File: src/hdl/mrdr_pkg.sv
// Shared widths, register codes and pipeline stage type for the digit reversal unit
`default_nettype none
package mrdr_pkg;
   localparam int POS_W           = 16;
   localparam int RADIX_W         = 17;
   localparam int REM_W           = 17;
   localparam int PROD_W          = 17;
   localparam int CNT_W           = 3;
   localparam int NUM_RADIX       = 6;
   localparam int CSR_DATA_W      = 32;
   localparam int CSR_ADDR_W      = 5;
   localparam int CELLS_PER_DIGIT = POS_W + 1;

   localparam logic [2:0] REG_DIGIT_COUNT = 3'd0;
   localparam logic [2:0] REG_RADIX_0     = 3'd1;
   localparam logic [2:0] REG_RADIX_1     = 3'd2;
   localparam logic [2:0] REG_RADIX_2     = 3'd3;
   localparam logic [2:0] REG_RADIX_3     = 3'd4;
   localparam logic [2:0] REG_RADIX_4     = 3'd5;
   localparam logic [2:0] REG_RADIX_5     = 3'd6;

   typedef struct packed {
      logic              valid;
      logic [POS_W-1:0]  x;     // dividend shifting out, quotient shifting in
      logic [REM_W-1:0]  rem;
      logic [POS_W-1:0]  acc;
      logic [PROD_W-1:0] prod;
      logic              big;
   } mrdr_stage_type;
endpackage
`default_nettype wire

File: src/hdl/mrdr_digit_cell.sv
// Digit close-out: folds the remainder into the reversed index and tracks the radix product
`default_nettype none
module mrdr_digit_cell
   import mrdr_pkg::*;
#(
   parameter int MAX_POINTS = 65536
)
(
   input  wire logic               clock,
   input  wire logic               reset,
   input  wire logic               advance,
   input  wire logic [RADIX_W-1:0] radix,
   input  wire mrdr_stage_type     stage_in,
   output      mrdr_stage_type     stage_out
);
   mrdr_stage_type          stage_ff;
   mrdr_stage_type          next_in;
   logic [POS_W+RADIX_W-1:0]  acc_mul;
   logic [PROD_W+RADIX_W-1:0] prod_mul;

   always_comb begin
      acc_mul  = stage_in.acc * radix;
      prod_mul = stage_in.prod * radix;
      next_in  = stage_in;
      next_in.acc = POS_W'(acc_mul) + stage_in.rem[POS_W-1:0];
      next_in.rem = '0;
      if (!stage_in.big) begin
         next_in.prod = prod_mul[PROD_W-1:0];
         next_in.big  = prod_mul > (PROD_W+RADIX_W)'(MAX_POINTS);
      end
   end

   always_ff @(posedge clock) begin
      if (reset) begin
         stage_ff.valid <= 1'b0;
      end else if (advance) begin
         stage_ff <= next_in;
      end
   end

   assign stage_out = stage_ff;
endmodule
`default_nettype wire

File: config.mk
export PLATFORM = sky130hd
export DESIGN_NAME = mrdr_digit_cell
export DESIGN_NICKNAME = d
export VERILOG_FILES = /design/src/hdl/mrdr_pkg.sv /design/src/hdl/mrdr_digit_cell.sv
export SDC_FILE = /design/constraint.sdc
export NUM_CORES = 1
export LEC_CHECK = 0
export BUFFER_PORTS_ARGS = -buffer_cell sky130_fd_sc_hd__buf_2
export CAP_MARGIN = 20
export CORE_MARGIN = 8
export CORE_UTILIZATION = 49
export DETAILED_ROUTE_END_ITERATION = 6
export HOLD_SLACK_MARGIN = 0.06
export PLACE_DENSITY = 0.68
export SLEW_MARGIN = 20
export SYNTH_ARGS = -nofsm -noshare
export SYNTH_HDL_FRONTEND = slang
export SYNTH_SLANG_ARGS = --single-unit
File: constraint.sdc
create_clock -name clock -period 17.29 [get_ports clock]
set_input_delay 2.5935 -clock clock [delete_from_list [all_inputs] [get_ports clock]]
set_output_delay 2.5935 -clock clock [all_outputs]
set_load 0.01 [all_outputs]
# After elaboration in Yosys (flattened, before gate mapping)
# Cells that the tools add are included.
word_totals:
  regBits: 51
  elab_cells: 12
op_classes:
  muxes: 1
  reduce_logical: 1
  bitwise: 1
  addsub: 1
  order_cmp: 1
  multipliers: 2
op_table:
  columns: ["operator", "n"]
  rows:
  - ["34-bit by 17-bit greater-than comparator with 1-bit output (second input constant)", 1]
  - ["17-bit by 17-bit multiplier with 34-bit output", 1]
  - ["18-bit two-way mux", 1]
  - ["16-bit by 17-bit multiplier with 16-bit output", 1]
  - ["16-bit adder", 1]
  - ["2-bit AND reduction", 1]
  - ["1-bit NOT", 1]

# Longest topological paths before layout
# Gate-level depths: netlist (run 1).
depth:
  depth_word: 3
  ltp_mapped: 25
  mapped_depth_nobuf: 23

# Worst setup path after synthesis (run 1)
# Ideal clock, no wire load.
synth_timing:
  kind: "input-to-reg"
  start: "input stage_in[11] (netlist name)"
  end: "register stage_ff (netlist bit stage_out[0]) (data pin)"
  n_path_buf: 2
  slack_ns: 8.897
  arrival_ns: 8.126
  path_stages: 22
  path_cell_list: "clkbuf_1 > clkbuf_1 > nand2_1 > fa_1 > fa_1 > inv_1 > fa_1 > fa_1 > fa_1 > inv_1 > fa_1 > inv_1 > ha_1 > nand2_1 > o211a_1 > a21boi_2 > o41ai_1 > a31o_2 > xor2_1 > o32a_1 > o22ai_1 > nand4_1"
synth_between:
  elab_chain_len: 2
synth_rtl:
  columns: ["item", "line_no", "text"]
  rows:
  - ["start: declaration", "mrdr_digit_cell.sv:13", "input wire mrdr_stage_type stage_in,"]
  - ["17-bit by 17-bit multiplier with 34-bit output", "mrdr_digit_cell.sv:23", "prod_mul = stage_in.prod * radix;"]
  - ["34-bit by 17-bit greater-than comparator with 1-bit output", "mrdr_digit_cell.sv:29", "next_in.big = prod_mul > (PROD_W+RADIX_W)'(MAX_POINTS);"]
  - ["end signal: assignment", "mrdr_digit_cell.sv:37", "stage_ff <= next_in;"]
  - ["end: declaration", "mrdr_digit_cell.sv:16", "mrdr_stage_type stage_ff;"]
# No other way between the ends.
# A chain may end at the register's enable or synchronous reset.

# Worst setup path after layout (run 1)
layout_timing:
  start: "input radix[5]"
  end: "register stage_ff (netlist bit stage_out[0]) (data pin)"
layout_between:
  elab_chain_len: 2
layout_rtl:
  columns: ["item", "line_no", "text"]
  rows:
  - ["start: declaration", "mrdr_digit_cell.sv:12", "input wire logic [RADIX_W-1:0] radix,"]
  - ["17-bit by 17-bit multiplier with 34-bit output", "mrdr_digit_cell.sv:23", null]
  - ["34-bit by 17-bit greater-than comparator with 1-bit output", "mrdr_digit_cell.sv:29", null]
# No other way between the ends.

==> flow_metrics.py, run 1 <==
metrics = {
    "final_layout": {
        "fillers": 3005,
        "final_cell_mix": "422 x inv_1, 318 x fa_1, 284 x nand2_1",
        "final_common_cell": "inv_1",
        "ff_latch_area_um2": 1520,
        "largest_reg_flops": 51,
        "final_nets": 2392,
        "drive_above_1_share_pct": 8.92,
        "areaGrowthSynthToFinish_pct": 6.48,
        "multiInputGateArea_um2": 12400,
        "utilization_pct": 52.4,
    },
    "drt": {
        "drc_errors": 0,
        "wl_met1_mm": 16.2,
        "wl_mm": 38.7,
        "ant_nets": 0,
        "avgViaCountPerCell": 5.27,
        "wl_met2_mm": 19.5,
        "avgRoutedWirePerCell_um": 17.3,
        "top_layer_used": "met5",
        "dr.pass1.iters": 5,
        "via_count": 11800,
        "drtIter0Drc": 631,
        "wl_met3_mm": 2.35,
    },
    "worst_setup_path": {
        "cp_slowest_cell": "fa_1",
        "worst-r2r-setup-slack_ps": 16710,
        "path_cells": "buf_2, nand2_1, fa_1, fa_1, inv_1, fa_1, inv_1, fa_1, fa_1, fa_1, inv_1, ha_1, and2_1, a2111oi_2, nand2_1, o21ai_1, nand2_1, a311oi_1, mux2i_1, nand4_1",
        "crit_required_ps": 17300,
        "cp_common_cell": "fa_1",
        "reg2reg_depth": 2,
        "r2r-end": "stage_out[67]",
        "max_stage_delay_ps": 610,
        "timing_worst_setup_path_type": "primary input to flop",
        "critPathMaxFanout": 28,
        "end_kind": "flop",
        "reg2reg_from": "stage_out[67]",
        "crit_start": "radix[5]",
        "cp-start-kind": "primary input",
        "arrival_ps": 8870,
        "cp-endpoint": "stage_out[0]",
    },
    "timing": {
        "fin_tns_setup_ps": 0,
        "setup_viol": 0,
        "hold_violations": 0,
        "max_clock_freq_ghz": 0.113,
        "clock_skew_ps": 0,
        "tightest_slew_ps": 835,
        "fin_crit_ps": 8860,
        "period_share_pct": 51.3,
        "rsz0062_at_grt": "false",
        "maxSlewHeadroom_pct": 44.3,
        "hold_slack_ps": 494,
        "slew_violations": 0,
    },
    "yosys": {
        "synth-seq-cells": 51,
        "ys_types": 64,
        "synthFlopType": "edfxtp_1",
        "synth_top_area_share_pct": 40.2,
        "yosysTopAreaCell": "fa_1",
        "ys_seq_area_share_pct": 9.60,
        "ys_warn_count": 0,
        "asyncSetResetFlopFracSynth_pct": 0,
        "synth_area_leaders": "fa_1 40%, ha_1 13%, inv_1 10%",
        "synth_edf_count": 50,
        "syn_inst": 1756,
        "avgSynthCellArea_um2": 9.03,
        "netlist_area_um2": 15900,
    },
    "clock_tree": {
        "hold_buffers": 0,
        "cts_inserted_buffers": 5,
        "htreeDepth": 2,
        "cts_max_path_buffers": 2,
        "ctsResizeCount": 0,
        "clk_latency_ps": 290,
        "path_clk_slew_ps": 70,
        "cts-root-buf": "clkbuf_16",
        "postCtsSetupRepairBufs": 0,
        "cts_sinks": 51,
        "cts_tree": "built",
    },
    "die": {
        "core_um2": 32200,
        "initial_core_util_pct": 49.2,
        "dieHeight_um": 196,
        "die_area_um2": 38400,
        "num_rows": 66,
        "dieWidth_um": 196,
        "ios": 156,
    },
    "hold_path": {
        "min_delay_path_depth": 2,
        "hp-class": "flop to flop",
    },
    "global_route": {
        "grt_pass1_vias": 12700,
        "grt_first_pass_wirelength_mm": 64.3,
        "gr-usage-all-layers_pct": 20.9,
        "overflow": 0,
        "antenna_found_initial": 2,
        "grt_max_degree": 51,
    },
    "flow_run": {
        "cap_violations": 0,
    },
    "outcome": {
        "outcome": "completed",
    },
    "place": {
        "dp_hpwl_mm": 29.7,
        "port_buffers": 137,
        "place.gp.congestion": 0.875,
    },
}
-- kinds of logic after synthesis --
kind of cell / Yosys count / share of synthesized area, %
and+or+nand+nor: 530 / 16.2
AOI/OAI and AO/OA: 109 / 4.70
DFF: 51 / 9.60
muxes: 11 / 0.742
adders and majority gates: 478 / 52.8
other: 1 / 0.0237
buffers and inverters: 514 / 12.6
xor gates and xnor gates: 62 / 3.43
-- cells in the mapped netlist (3+ instances only) --
| cell type | count |
|---|---|
| o22ai_1 | 3 |
| xor2_1 | 19 |
| nor4_1 | 4 |
| mux2_2 | 5 |
| o211ai_1 | 4 |
| nand2b_1 | 4 |
| nor2_1 | 23 |
| o2111ai_1 | 3 |
| buf_4 | 17 |
| and4_1 | 3 |
| o21bai_1 | 3 |
| nand3_1 | 7 |
| nand2_1 | 284 |
| mux2i_1 | 5 |
| nor3_1 | 5 |
| o21ai_0 | 28 |
| o21a_1 | 5 |
| nor2b_1 | 7 |
| nor4b_1 | 3 |
| ha_1 | 160 |
| and2_1 | 175 |
| edfxtp_1 | 50 |
| nand4_1 | 5 |
| fa_1 | 318 |
| a311oi_1 | 3 |
| clkbuf_1 | 75 |
| inv_1 | 422 |
| a21o_1 | 9 |
| xnor2_1 | 43 |
| a21oi_1 | 25 |
-- metal layers --
layer	GRT usage, %	vias to the layer above
met5	0	-
met3	2.30	57
met2	37.1	370
met4	5.19	2
met1	26.8	6031
li1	-	5325
-- worst min-delay path by stage --
stage                       start             to
floorplan           stage_out[67]  stage_out[67]
global placement    stage_out[67]  stage_out[67]
detailed placement  stage_out[67]  stage_out[67]
CTS                 stage_out[67]  stage_out[67]
global route        stage_out[67]  stage_out[67]
finish              stage_out[67]  stage_out[67]
-- per-stage QoR --
stage,worst slack [ps],std cells,area (µm²)
final,8430,2236,16900
after global routing,8130,2235,16900
after CTS,8450,2235,16900
after detailed placement,8120,2227,16700
after global placement,8210,2227,16700
after floorplan,8900,1772,15900
-- area by class of cell --
cell class	instances	area share, %
tap	408	3.02
multi-input combinational	1207	73.5
sequential	51	9.01
timing repair buffer	139	4.15
inverter	422	9.38
clock inverter	2	0.0964
clock buffer	6	0.823
antenna	1	0.0148
-- worst max-delay path, delay by kind of cell --
kind / cells / cell delay (ps)
fa+ha+maj: 7 / 3440
mux: 1 / 260
buf+inv: 4 / 670
simple gates: 5 / 840
compound gates: 3 / 1050
Power of run 1 is left out: the tool's default activity adds up to more than one toggle a clock period on the data nets, which glitch-free logic cannot reach.
==> run 2: changes to the inputs <==
PLACE_DENSITY = 0.71   (was 0.68)
clock period = 7.45 ns   (was 17.29 ns; I/O delays follow)
==> run 2 against run 1 <==
  * First-iteration DRC count grew 9.0%
  * Clock skew is the same
  * Global-route usage grew 0.54 points
  * Non-clock buffer count grew 42
  * Cell count grew 2.0%
  * Critical path depth grew 1
  * Routed wire length grew 1.5%
  * Core utilization grew 1.1 points
  * Sequential share of layout area shrank 0.19 points
  * Design area grew 2.1%
  * Worst setup slack lost 8000 ps
  * Critical endpoint unchanged
  * Largest cell class unchanged
==> flow_metrics.py, run 2 (synthesized netlist as in run 1, its figures left out) <==
metrics = {
    "outcome": {
        "outcome": "completed",
    },
    "drt": {
        "wl_met3_mm": 2.47,
        "drtIter0Drc": 688,
        "wl_met2_mm": 19.5,
        "via_count": 11900,
        "ant_nets": 0,
        "avgViaCountPerCell": 5.24,
        "wl_met1_mm": 15.8,
        "wl_mm": 39.3,
        "dr.pass1.iters": 5,
        "top_layer_used": "met4",
        "drc_errors": 0,
        "avgRoutedWirePerCell_um": 17.2,
    },
    "final_layout": {
        "fillers": 2960,
        "final_cell_mix": "422 x inv_1, 318 x fa_1, 284 x nand2_1",
        "largest_reg_flops": 51,
        "final_nets": 2434,
        "areaGrowthSynthToFinish_pct": 8.74,
        "multiInputGateArea_um2": 12400,
        "utilization_pct": 53.5,
        "drive_above_1_share_pct": 11.0,
        "ff_latch_area_um2": 1520,
        "final_common_cell": "inv_1",
    },
    "timing": {
        "tightest_slew_ps": 638,
        "final.setup.worst_slack_ps": 412,
        "fin_tns_setup_ps": 0,
        "max_clock_freq_ghz": 0.142,
        "clock_skew_ps": 0,
        "slew_violations": 0,
        "rsz0062_at_grt": "false",
        "fin_crit_ps": 7040,
        "setup_viol": 0,
        "maxSlewHeadroom_pct": 57.4,
        "hold_violations": 0,
        "period_share_pct": 94.5,
    },
    "worst_setup_path": {
        "critPathMaxFanout": 13,
        "crit_family": "adder cells",
        "crit_required_ps": 7490,
        "max_stage_delay_ps": 550,
        "cp_common_cell": "fa_1",
        "path_cells": "buf_2, nand2_1, fa_1, fa_1, inv_1, fa_1, fa_1, fa_1, inv_1, fa_1, inv_1, ha_1, nand4_1, a21oi_1, a21boi_2, o41ai_1, a31o_2, xor2_1, o32a_1, o22ai_1, nand4_1",
        "worst-r2r-setup-slack_ps": 6870,
        "arrival_ps": 7080,
        "end_kind": "flop",
        "timing_worst_setup_path_type": "primary input to flop",
        "cp-start-kind": "primary input",
        "cp_slowest_cell": "fa_1",
        "path_buf_inv": 4,
    },
    "die": {
        "dieHeight_um": 196,
        "ios": 156,
        "num_rows": 66,
        "dieWidth_um": 196,
        "core_um2": 32200,
        "die_area_um2": 38400,
        "initial_core_util_pct": 49.2,
    },
    "global_route": {
        "grt_first_pass_wirelength_mm": 66.3,
        "grt_max_degree": 51,
        "overflow": 0,
        "grt_pass1_vias": 13200,
        "gr-usage-all-layers_pct": 21.4,
        "antenna_found_initial": 3,
    },
    "clock_tree": {
        "clk_latency_ps": 290,
        "hold_buffers": 0,
        "cts_inserted_buffers": 5,
        "postCtsSetupRepairBufs": 0,
        "path_clk_slew_ps": 70,
        "cts-root-buf": "clkbuf_16",
        "ctsResizeCount": 0,
        "cts_max_path_buffers": 2,
        "htreeDepth": 2,
        "cts_sinks": 51,
        "cts_tree": "built",
    },
    "place": {
        "dp_hpwl_mm": 32.7,
        "port_buffers": 137,
        "place.gp.congestion": 0.864,
        "preCtsSetupSlack_ps": 130,
    },
    "flow_run": {
        "cap_violations": 0,
    },
    "hold_path": {
        "hp-class": "flop to flop",
    },
}
## run 2: cell types whose count changed in the layout (fill, tap and decap cells not counted)
cell / delta
clkinv_4: -1
bufinv_16: +2
buf_4: +42
clkbuf_8: -1
diode_2: +2
## run 2: worst register-to-register path, cell delays in order, from the launching register on
cell	delay, ps
dfxtp_1	310
mux2i_1	120
nor2_1	50
## run 2: routing by layer
layer,up-vias,global-route usage (%)
met5,-,0
met4,0,8.20
met3,92,2.93
met2,399,37.6
met1,6041,26.4
li1,5408,-
## run 2: layout make-up
type | instances | area share [%]
tap | 408 | 2.96
inverter | 422 | 9.19
antenna | 3 | 0.0435
clock inverter | 3 | 0.392
multi-input combinational | 1207 | 72.0
clock buffer | 5 | 0.726
timing repair buffer | 181 | 5.89
sequential | 51 | 8.83
## run 2: metrics by stage
stage	instance area, µm²	std cells	hold WS (ps)
2_1_floorplan	15900	1772	528
3_3_place_gp	17000	2269	469
3_5_place_dp	17000	2269	488
4_1_cts	17200	2277	504
5_1_grt	17200	2279	543
6_report	17200	2280	498
## run 2: path summary, 6_finish.rpt
| check | start | end | depth (start not counted) |
|---|---|---|---|
| worst min-delay path | stage_out[67] | stage_out[67] | 2 |
| worst max register to register | stage_out[67] | stage_out[67] | 2 |
| worst min register to register | stage_out[67] | stage_out[67] | 2 |
| worst max-delay path | stage_in[12] | stage_out[0] | 21 |
Power of run 2 is left out for the same reason.
