===== config.mk =====
export PLATFORM = sky130hd
export DESIGN_NAME = mrdr_div_cell
export DESIGN_NICKNAME = d
export VERILOG_FILES = /design/src/hdl/mrdr_pkg.sv /design/src/hdl/mrdr_div_cell.sv
export SDC_FILE = /design/constraint.sdc
export NUM_CORES = 1
export LEC_CHECK = 0
export BUFFER_PORTS_ARGS = -buffer_cell sky130_fd_sc_hd__buf_2
export CAP_MARGIN = 20
export CORE_ASPECT_RATIO = 0.5
export CORE_MARGIN = 4
export CORE_UTILIZATION = 45
export CTS_BUF_LIST = sky130_fd_sc_hd__clkbuf_4 sky130_fd_sc_hd__clkbuf_8
export DETAILED_ROUTE_END_ITERATION = 10
export MAX_ROUTING_LAYER = met4
export PLACE_DENSITY = 0.79
export SLEW_MARGIN = 20
export SYNTH_ARGS = -nofsm -noshare
export SYNTH_HDL_FRONTEND = slang
export SYNTH_SLANG_ARGS = --single-unit
export TNS_END_PERCENT = 20

===== constraint.sdc =====
create_clock -name clock -period 8.7 [get_ports clock]
set_clock_uncertainty 0.15 [all_clocks]
set_input_delay 1.74 -clock clock [delete_from_list [all_inputs] [get_ports clock]]
set_output_delay 1.74 -clock clock [all_outputs]
set_load 0.005 [all_outputs]

===== src/hdl/mrdr_pkg.sv =====
// Shared widths, register codes and pipeline stage type for the digit reversal unit
`default_nettype none
package mrdr_pkg;
   localparam int POS_W           = 16;
   localparam int RADIX_W         = 17;
   localparam int REM_W           = 17;
   localparam int PROD_W          = 17;
   localparam int CNT_W           = 3;
   localparam int NUM_RADIX       = 6;
   localparam int CSR_DATA_W      = 32;
   localparam int CSR_ADDR_W      = 5;
   localparam int CELLS_PER_DIGIT = POS_W + 1;

   localparam logic [2:0] REG_DIGIT_COUNT = 3'd0;
   localparam logic [2:0] REG_RADIX_0     = 3'd1;
   localparam logic [2:0] REG_RADIX_1     = 3'd2;
   localparam logic [2:0] REG_RADIX_2     = 3'd3;
   localparam logic [2:0] REG_RADIX_3     = 3'd4;
   localparam logic [2:0] REG_RADIX_4     = 3'd5;
   localparam logic [2:0] REG_RADIX_5     = 3'd6;

   typedef struct packed {
      logic              valid;
      logic [POS_W-1:0]  x;     // dividend shifting out, quotient shifting in
      logic [REM_W-1:0]  rem;
      logic [POS_W-1:0]  acc;
      logic [PROD_W-1:0] prod;
      logic              big;
   } mrdr_stage_type;
endpackage
`default_nettype wire


===== src/hdl/mrdr_div_cell.sv =====
// One restoring division step: produces one quotient bit per cell
`default_nettype none
module mrdr_div_cell
   import mrdr_pkg::*;
(
   input  wire logic               clock,
   input  wire logic               reset,
   input  wire logic               advance,
   input  wire logic [RADIX_W-1:0] radix,
   input  wire mrdr_stage_type     stage_in,
   output      mrdr_stage_type     stage_out
);
   mrdr_stage_type   stage_ff;
   mrdr_stage_type   next_in;
   logic [REM_W:0]   shifted;
   logic             ge;

   always_comb begin
      shifted = {stage_in.rem, stage_in.x[POS_W-1]};
      ge      = shifted >= {1'b0, radix};
      next_in = stage_in;
      next_in.rem = ge ? REM_W'(shifted - {1'b0, radix}) : shifted[REM_W-1:0];
      next_in.x   = {stage_in.x[POS_W-2:0], ge};
   end

   always_ff @(posedge clock) begin
      if (reset) begin
         stage_ff.valid <= 1'b0;
      end else if (advance) begin
         stage_ff <= next_in;
      end
   end

   assign stage_out = stage_ff;
endmodule
`default_nettype wire


# ---- Yosys cells after proc, flatten, opt, wreduce, memory -nomap -nowiden
# Index checks and enable logic that the tools add are counted.
# W data, S select, Z words.
dict set report totals {
  regBits 68
  in_bits 88
}
dict set report op_classes {
  n_addsub 1
  n_lt_le_gt_ge 1
  mux 1
  n_bitwise 1
  reduce_logical 1
}
# cell n
set ops {}
lappend ops {{$ge A18 B17 Y1} 1}
lappend ops {{$mux W17} 1}
lappend ops {{$sub A17 B17 Y17} 1}
lappend ops {{$reduce_and A2 Y1} 1}
lappend ops {{$not A1 Y1} 1}

# ---- Longest topological paths before layout
# Gate-level depths: netlist (run 1).
dict set report logic_depth {
  word_depth 2
  ltp_mapped 11
  ltp_nobuf 10
}

# ---- Least setup slack after synthesis (run 1)
# OpenSTA, ideal clock, no wires.
dict set report synth_path {
  kind {input to register}
  start {input reset}
  end {register stage_ff (netlist bit stage_out[0]) (enable)}
  setup_time_ns 0.501
  arrival_ns 4.734
  required_time_ns 8.049
  path_slack_ns 3.315
  cell_stages 1
  n_path_buf 0
  cell_sequence {nor2b_1}
}
dict set report synth_via {
  elab_chain_cells 2
}
# element line
set synth_lines {}
lappend synth_lines {{start, declared} mrdr_div_cell.sv:7} ;# input wire logic reset,
lappend synth_lines {{$not A1 Y1 (no source line)} --}
lappend synth_lines {{$reduce_and A2 Y1 (no source line)} --}
lappend synth_lines {{end signal, assigned} mrdr_div_cell.sv:30} ;# stage_ff <= next_in;
lappend synth_lines {{end, declared} mrdr_div_cell.sv:13} ;# mrdr_stage_type stage_ff;
# Every way passes these cells.
# A chain may end at the register's enable or synchronous reset.

==> results.py, run 1 <==
metrics = {
    "outcome": {
        "outcome": "finished, final reports clean",
    },
    "logic_synthesis": {
        "synthAdderAreaFrac_pct": 7.369,
        "ys_warn_count": 0,
        "yosysSeqAreaShare_pct": 64.34,
        "synth_mux_area_share_pct": 0.9905,
        "synth_nets": 342,
        "synth_simple_gate_area_share_pct": 8.162,
        "syn_inst": 236,
        "ys_ff_latch": 68,
        "synth-compound-area-share_pct": 13.00,
        "synth-edff-count": 67,
        "synth_cell_types": 44,
        "syn_avg_cell_area_um2": 13.38,
        "synth_top_family_by_area": "compound AO/OA/AOI/OAI gates",
        "syn_area_um2": 3158,
        "yosys_most_used_dff": "edfxtp_1",
        "async_flop_share_pct": 0,
        "synth_xor_area_share_pct": 2.773,
    },
    "cts": {
        "cts_root_buf": "clkbuf_8",
        "cts_setup_buffers": 0,
        "cts_resized": 0,
        "cts_tree": "built",
        "cts-buffers-inserted": 9,
        "hold_buffers": 0,
        "clk_pin_slew_ps": 80,
        "cts.sinks": 68,
        "cts.path.max_buffers": 2,
        "clk_latency_ps": 330,
        "htree_num_levels": 3,
    },
    "floorplan": {
        "dieWidth_um": 126.5,
        "rows": 21,
        "start_util_pct": 46.77,
        "io_pins": 156,
        "core_area_um2": 6753,
        "die_y_um": 67.24,
        "fp.dieArea_um2": 8503,
    },
    "drt": {
        "wl_per_cell_um": 14.60,
        "routed_via_density": 4.821,
        "antenna_left": 0,
        "wirelength_mm": 7.271,
        "drt_iter0_drc": 95,
        "drt-pass1-iter-count": 4,
        "drcViolationCount": 0,
        "vias": 2401,
    },
    "finish": {
        "fillers": 550,
        "num-nets-final": 507,
        "synthToLayoutAreaGrowth_pct": 36.45,
        "n_antenna_cell": 0,
        "largest_reg_flops": 68,
        "final_core_util_pct": 63.81,
        "mostFrequentLayoutCell": "buf_2",
        "drive_gt1_share_pct": 45.57,
        "most-common-layout-cells": "buf_2, edfxtp_1, inv_1, nand2_1, ha_1",
    },
    "critical_path": {
        "reg2reg_setup_slack_ps": 7970,
        "required_ps": 8640,
        "ff2ff_path_depth": 2,
        "crit_path_start_kind": "input pin",
        "r2r_end": "stage_out[67]",
        "cp.arrival_ps": 3910,
        "end_kind": "flop",
        "path_class": "in -> reg",
        "crit_fanout": 13,
        "r2r-start": "stage_out[67]",
    },
    "sta": {
        "tightest_slew_ps": 848.7,
        "max_freq_mhz": 252.1,
        "finalSetupViolCount": 0,
        "finalCriticalPeriod_ps": 3966,
        "hold_violations": 0,
        "rsz0062_at_grt": "false",
        "fin_crit_sh_pct": 45.59,
        "finalSetupTns_ps": 0,
        "final_max_slew_viol_count": 0,
        "slew_headroom_pct": 43.30,
    },
    "pwr": {
        "p_leak_nw": 1.924,
        "power_density_nw_per_um2": 196.1,
        "ir_drop_v": 0.00009663,
    },
    "worst_hold_path": {
        "holdPathEnd": "stage_out[67]",
        "hold_path.class": "reg -> reg",
        "hold_depth": 2,
        "hp-start": "stage_out[67]",
    },
    "global_routing": {
        "grt_usage_pct": 16.70,
        "grt_pass1_vias": 2191,
        "grt_overflow_total": 0,
        "grt_pass1_wl_mm": 10.70,
        "antenna_found_initial": 0,
        "grt_max_degree": 40,
    },
    "run": {
        "max_cap_violations": 0,
    },
    "placement": {
        "io_buffers": 155,
        "gp_congestion": 0.8070,
        "dp_hpwl_mm": 5.754,
    },
}
-- cell type report --
cell class                      instances  area [µm²]  share of cell area, %
Clock buffer                           10       131.4                  3.049
Clock inverter                          6       112.6                  2.613
Inverter                               23       86.33                  2.003
Multi-Input combinational cell        142        1033                  23.98
Sequential cell                        68        2032                  47.15
Tap cell                               92       115.1                  2.671
Timing Repair Buffer                  157       798.3                  18.52
-- synthesized netlist by cell type, drive strengths merged, types with 4 or more instances --
master,count,area (µm²)
a21o,6,45.04
xor2,5,43.79
xnor2,5,43.79
o21ai,20,100.1
or3,4,30.03
nand2,23,86.33
nor2,7,26.28
edfxtp,67,2012
nor3,5,30.03
o31ai,4,40.03
inv,23,86.33
a21oi,13,65.06
ha,17,212.7
-- power breakdown --
group	switching [mW]	leakage [nW]	internal, mW
clock network	0.120	0.124	0.194
logic	0.0706	1.16	0.0640
registers	0.00551	0.636	0.391
total	0.196	1.92	0.649
-- critical path: stages --
cell and delay (ps):
buf_2 100, inv_1 40, ha_1 140, inv_1 50, fa_1 400, a21oi_1 250, or3_4 200, a2111oi_4 80
nor3_4 510, mux2_2 390
-- kinds of logic (layout without fill, tap and decap cells) --
family,count (synthesis),count (layout)
compound gates,59,59
xor+xnor,10,10
fa+ha+maj,18,18
buf+inv,26,196
flops,68,68
mux,3,3
simple gates,52,52
-- layer usage --
| layer | vias to the layer above | GRT usage (%) | wire length [µm] |
|---|---|---|---|
| met5 | - | - | 0 |
| met4 | 0 | 4.412 | 91 |
| met2 | 88 | 29.54 | 3837 |
| met1 | 1094 | 19.19 | 2836 |
| li1 | 1210 | - | - |
| met3 | 9 | 4.660 | 505 |
-- through the flow --
stage	cells	hold WS (ps)	worst slack (ps)	power, mW	instance area (µm²)
after CTS	497	349.6	4297	0.8529	4294
after floorplan	236	335.0	3315	0.4801	3158
final	498	346.5	4734	0.8452	4309
after global placement	481	327.7	3964	0.5340	4050
after global routing	498	392.4	4603	0.8851	4309
after detailed placement	481	332.7	3923	0.5380	4050
-- worst max path at each step --
stage / startpoint / to / depth (start not counted)
2_1_floorplan: reset / stage_out[0] / 1
3_5_place_dp: stage_in[66] / stage_out[35] / 10
3_3_place_gp: stage_in[66] / stage_out[35] / 10
4_1_cts: stage_in[66] / stage_out[35] / 10
5_1_grt: stage_in[66] / stage_out[35] / 10
6_report: stage_in[66] / stage_out[35] / 10
No activity file was read; power rests on OpenSTA's default activity.
==> run 2, diff against run 1 <==
--- a/config.mk
+++ b/config.mk
@@ -9,7 +9,7 @@
 export CAP_MARGIN = 20
 export CORE_ASPECT_RATIO = 0.5
 export CORE_MARGIN = 4
-export CORE_UTILIZATION = 45
+export CORE_UTILIZATION = 43
 export CTS_BUF_LIST = sky130_fd_sc_hd__clkbuf_4 sky130_fd_sc_hd__clkbuf_8
 export DETAILED_ROUTE_END_ITERATION = 10
 export MAX_ROUTING_LAYER = met4
==> constraint.sdc (replaced) <==
create_clock -name clock -period 3.3 [get_ports clock]
set_clock_uncertainty 0.15 [all_clocks]
set_input_delay 0.66 -clock clock [delete_from_list [all_inputs] [get_ports clock]]
set_output_delay 0.66 -clock clock [all_outputs]
set_load 0.005 [all_outputs]
==> results.py, run 2 (synthesized netlist as in run 1, its figures left out) <==
metrics = {
    "outcome": {
        "outcome": "finished, final reports clean",
    },
    "global_routing": {
        "grt_usage_pct": 16.98,
        "grt_overflow_total": 0,
        "grt_max_degree": 35,
        "antenna_found_initial": 0,
        "grt_pass1_wl_mm": 11.18,
        "grt_pass1_vias": 2352,
    },
    "sta": {
        "slew_headroom_pct": 70.37,
        "whs_ps": 348.2,
        "finalSetupViolCount": 0,
        "final_max_slew_viol_count": 0,
        "finalSetupTns_ps": 0,
        "finalCriticalPeriod_ps": 2745,
        "rsz0062_at_grt": "false",
        "hold_violations": 0,
        "tightest_slew_ps": 439.7,
        "max_freq_mhz": 364.3,
        "fin_crit_sh_pct": 83.18,
    },
    "drt": {
        "drcViolationCount": 0,
        "routed_via_density": 4.842,
        "vias": 2426,
        "wirelength_mm": 7.354,
        "wl_per_cell_um": 14.68,
        "drt-pass1-iter-count": 5,
        "antenna_left": 0,
        "drt_iter0_drc": 109,
    },
    "placement": {
        "dp_hpwl_mm": 5.889,
        "place_inst": 485,
        "gp_congestion": 0.8337,
        "io_buffers": 155,
    },
    "critical_path": {
        "cp.arrival_ps": 2690,
        "reg2reg_setup_slack_ps": 2550,
        "end_kind": "flop",
        "path_cells": "buf_2, inv_1, ha_1, inv_1, fa_1, a21oi_1, or3_4, a2111oi_4, nor3_4, mux2_2",
        "path_common_cell": "inv_1",
        "required_ps": 3240,
        "cpLargestDelayFamily": "simple AND/OR/NAND/NOR gates",
        "crit_path_start_kind": "input pin",
        "slowest_stage": "fa_1",
        "max_stage_delay_ps": 410,
        "path_class": "in -> reg",
        "path_buf_inv": 3,
        "crit_fanout": 7,
    },
    "floorplan": {
        "rows": 21,
        "start_util_pct": 45.70,
        "io_pins": 156,
        "core_area_um2": 6910,
        "dieWidth_um": 129.2,
        "die_y_um": 68.60,
        "fp.dieArea_um2": 8863,
    },
    "pwr": {
        "ir_drop_v": 0.0001878,
        "power_density_nw_per_um2": 496.1,
        "p_leak_nw": 1.927,
    },
    "cts": {
        "cts_root_buf": "clkbuf_8",
        "cts-buffers-inserted": 9,
        "cts.path.max_buffers": 2,
        "cts_setup_buffers": 0,
        "hold_buffers": 0,
        "cts_tree": "built",
        "cts.sinks": 68,
        "clk_pin_slew_ps": 80,
        "cts_resized": 0,
        "htree_num_levels": 3,
        "clk_latency_ps": 330,
    },
    "finish": {
        "fin_cells": 501,
        "synthToLayoutAreaGrowth_pct": 36.41,
        "fillers": 600,
        "n_antenna_cell": 0,
        "most-common-layout-cells": "buf_2, edfxtp_1, inv_1, nand2_1, ha_1",
        "num-nets-final": 510,
        "largest_reg_flops": 68,
        "drive_gt1_share_pct": 45.72,
        "mostFrequentLayoutCell": "buf_2",
    },
    "run": {
        "max_cap_violations": 0,
    },
    "worst_hold_path": {
        "hold_path.class": "in -> reg",
    },
}
==> run 2: cell count changes in the layout (fill, tap and decap cells not counted) <==
cell,previous run,this run
buf_4,1,4
clkinv_1,0,1
buf_8,1,0
clkinv_2,1,2
clkbuf_4,1,0
buf_12,0,1
bufinv_16,3,2
==> run 2: final cells by class <==
class                      instances  area (µm²)  share of cell area [%]
clock buffer                       9       123.9                   2.875
clock inverter                     7       91.34                   2.120
inverter                          23       86.33                   2.004
multi-input combinational        142        1033                   23.99
sequential                        68        2032                   47.17
tap                               92       115.1                   2.672
timing repair buffer             160       825.8                   19.17
==> run 2: power breakdown <==
part,internal [mW],leakage [nW],total (mW),switching [mW]
clock,0.423,0.111,0.731,0.308
sequential,1.03,0.636,1.05,0.0149
combinational,0.174,1.18,0.361,0.188
total,1.63,1.93,2.14,0.511
==> run 2: metal layers <==
metal / share of wire [%] / GRT usage [%]
met5: 0 / -
met3: 6.5 / 4.692
met1: 41 / 20.52
met2: 52 / 28.87
met4: 0.71 / 4.319
==> run 2: per-stage QoR <==
step                util (%)  area [µm²]  power, mW  setup WS, ps
floorplan                  -        3161      1.264         301.5
global placement       59.23        4093      1.418         268.7
detailed placement     59.23        4093      1.430         186.8
CTS                    62.34        4308      2.166         553.4
global route           62.34        4308      2.259         366.6
finish                 62.34        4308      2.137         555.2
==> run 2: worst reg2reg max path: stages (launching register included) <==
cell and delay, ps:
dfxtp_1 310, mux2i_1 130, nor2_1 60
==> run 2: path summary, 6_finish.rpt <==
check	start	to	cells after the start
worst max-delay path	stage_in[66]	stage_out[35]	10
worst min-delay path	stage_in[28]	stage_out[28]	1
worst max register to register	stage_out[67]	stage_out[67]	2
worst min register to register	stage_out[67]	stage_out[67]	2
==> run 3, diff against run 2 <==
==> constraint.sdc (replaced) <==
create_clock -name clock -period 2.4 [get_ports clock]
set_clock_uncertainty 0.15 [all_clocks]
set_input_delay 0.48 -clock clock [delete_from_list [all_inputs] [get_ports clock]]
set_output_delay 0.48 -clock clock [all_outputs]
set_load 0.005 [all_outputs]
==> results.py, run 3 (synthesized netlist as in run 1, its figures left out) <==
metrics = {
    "sta": {
        "final_max_slew_viol_count": 0,
        "hold_violations": 0,
        "slew_headroom_pct": 68.28,
        "max_freq_mhz": 414.4,
        "finalSetupViolCount": 2,
        "fin_crit_sh_pct": 100.6,
        "finalSetupTns_ps": -20.42,
        "rsz0062_at_grt": "true",
        "whs_ps": 163.2,
        "tightest_slew_ps": 472.6,
        "setup_ws_ps": -13.31,
        "finalCriticalPeriod_ps": 2413,
    },
    "cts": {
        "clk_pin_slew_ps": 70,
        "cts_root_buf": "clkbuf_8",
        "clk_latency_ps": 330,
        "cts.sinks": 68,
        "htree_num_levels": 3,
        "hold_buffers": 0,
        "cts-buffers-inserted": 9,
        "cts_tree": "built",
        "cts.path.max_buffers": 2,
    },
    "pwr": {
        "pwr-share-seq_pct": 48.1,
        "p_leak_nw": 2.156,
        "ir_drop_v": 0.0003686,
        "p_clk_share_pct": 31.1,
        "switching_power_mw": 0.7556,
        "power_density_nw_per_um2": 630.7,
        "switching_share_pct": 25.29,
        "intPower_mw": 2.232,
        "combPwrFrac_pct": 20.8,
    },
    "floorplan": {
        "io_pins": 156,
        "die_y_um": 68.60,
        "start_util_pct": 45.70,
        "rows": 21,
        "fp.dieArea_um2": 8863,
        "dieWidth_um": 129.2,
        "core_area_um2": 6910,
    },
    "placement": {
        "dp_hpwl_mm": 6.244,
        "place_area_um2": 4393,
        "io_buffers": 155,
        "gp_congestion": 0.8392,
    },
    "global_routing": {
        "grt_usage_pct": 17.86,
        "antenna_found_initial": 0,
        "grt_overflow_total": 0,
        "grt_pass1_vias": 2485,
        "grt_pass1_wl_mm": 11.56,
        "grt_max_degree": 47,
    },
    "critical_path": {
        "crit_fanout": 8,
        "reg2reg_setup_slack_ps": 1660,
        "crit_path_start_kind": "input pin",
        "cp.arrival_ps": 2440,
        "path_class": "in -> reg",
        "end_kind": "flop",
        "required_ps": 2420,
    },
    "drt": {
        "drt-pass1-iter-count": 4,
        "vias": 2605,
        "wirelength_mm": 7.927,
        "wl_per_cell_um": 14.57,
        "antenna_left": 0,
        "routed_via_density": 4.789,
        "drt_iter0_drc": 148,
        "drcViolationCount": 0,
    },
    "finish": {
        "design_area_um2": 4737,
        "largest_reg_flops": 68,
        "multi_input_area_um2": 1131,
        "fillers": 549,
        "drive_gt1_share_pct": 54.65,
        "num-nets-final": 553,
        "mostFrequentLayoutCell": "buf_2",
        "most-common-layout-cells": "buf_2, edfxtp_1, buf_4",
        "n_antenna_cell": 0,
        "synthToLayoutAreaGrowth_pct": 50.00,
        "seq_area_um2": 2032,
    },
    "worst_hold_path": {
        "hold_path.class": "in -> reg",
    },
    "outcome": {
        "outcome": "finished with violations",
        "violations": "negative setup slack",
    },
    "run": {
        "max_cap_violations": 0,
    },
}
run 3: changes by cell type in the layout (fill, tap and decap cells not counted), moves of 2 or more:
| cell | change |
|---|---|
| a21oi_1 | -2 |
| a21oi_2 | +2 |
| buf_4 | +39 |
| buf_6 | +4 |
| ha_1 | -2 |
| ha_4 | +2 |
| inv_1 | -2 |
| nand2_1 | -5 |
| nand2_2 | +3 |
| nand2_4 | +2 |
| o31ai_4 | +2 |
run 3: power by group through the flow:
stage                     Sequential, mW  Clock (mW)  Combinational (mW)
after global routing                1.45        1.02               0.687
final                               1.44       0.928               0.623
after detailed placement            1.46           0               0.578
after CTS                           1.44       0.956               0.581
after floorplan                     1.48           0               0.258
after global placement              1.46           0               0.561
run 3: what timing repair did:
item	4_1_cts	5_1_grt
setup buffers	0	2
gates cloned	0	1
endpoints found under the setup margin	4	18
gates resized for setup	0	29
pin swaps	1	9
hold endpoints to repair	0	0
run 3: area by class of cell:
type | count | share of cell area (%)
clock buffers | 10 | 2.773
clock inverters | 6 | 1.373
inverters | 23 | 1.875
multi-input cells | 142 | 23.88
flip-flops and latches | 68 | 42.89
well taps | 92 | 2.430
repair buffers | 203 | 24.78
run 3: worst paths after layout:
kind | from | end | cells after the start
setup / recovery | stage_in[66] | stage_out[45] | 11
hold / removal | stage_in[24] | stage_out[24] | 1
setup reg to reg | stage_out[67] | stage_out[67] | 2
hold reg to reg | stage_out[67] | stage_out[67] | 2
run 3: through the flow:
stage	power [mW]	cells	setup slack [ps]	utilization, %
floorplan	1.737	236	-249.9	-
global placement	2.020	525	-311.2	63.57
detailed placement	2.043	525	-404.2	63.57
CTS	2.976	541	9.434	66.41
global route	3.148	544	-49.08	68.55
finish	2.988	544	-13.31	68.55
run 3: layer usage:
layer	GRT usage [%]	wire length [µm]
met3	5.462	510
met5	-	0
met2	32.47	4155
met1	19.28	3162
met4	5.497	97
run 3: critical path: stages:
cell,delay [ps]
buf_8,80
inv_4,30
ha_4,150
inv_2,50
fa_2,200
a21oi_2,60
or3_4,420
a2111oi_4,420
nor3_4,140
buf_6,180
o31ai_4,230
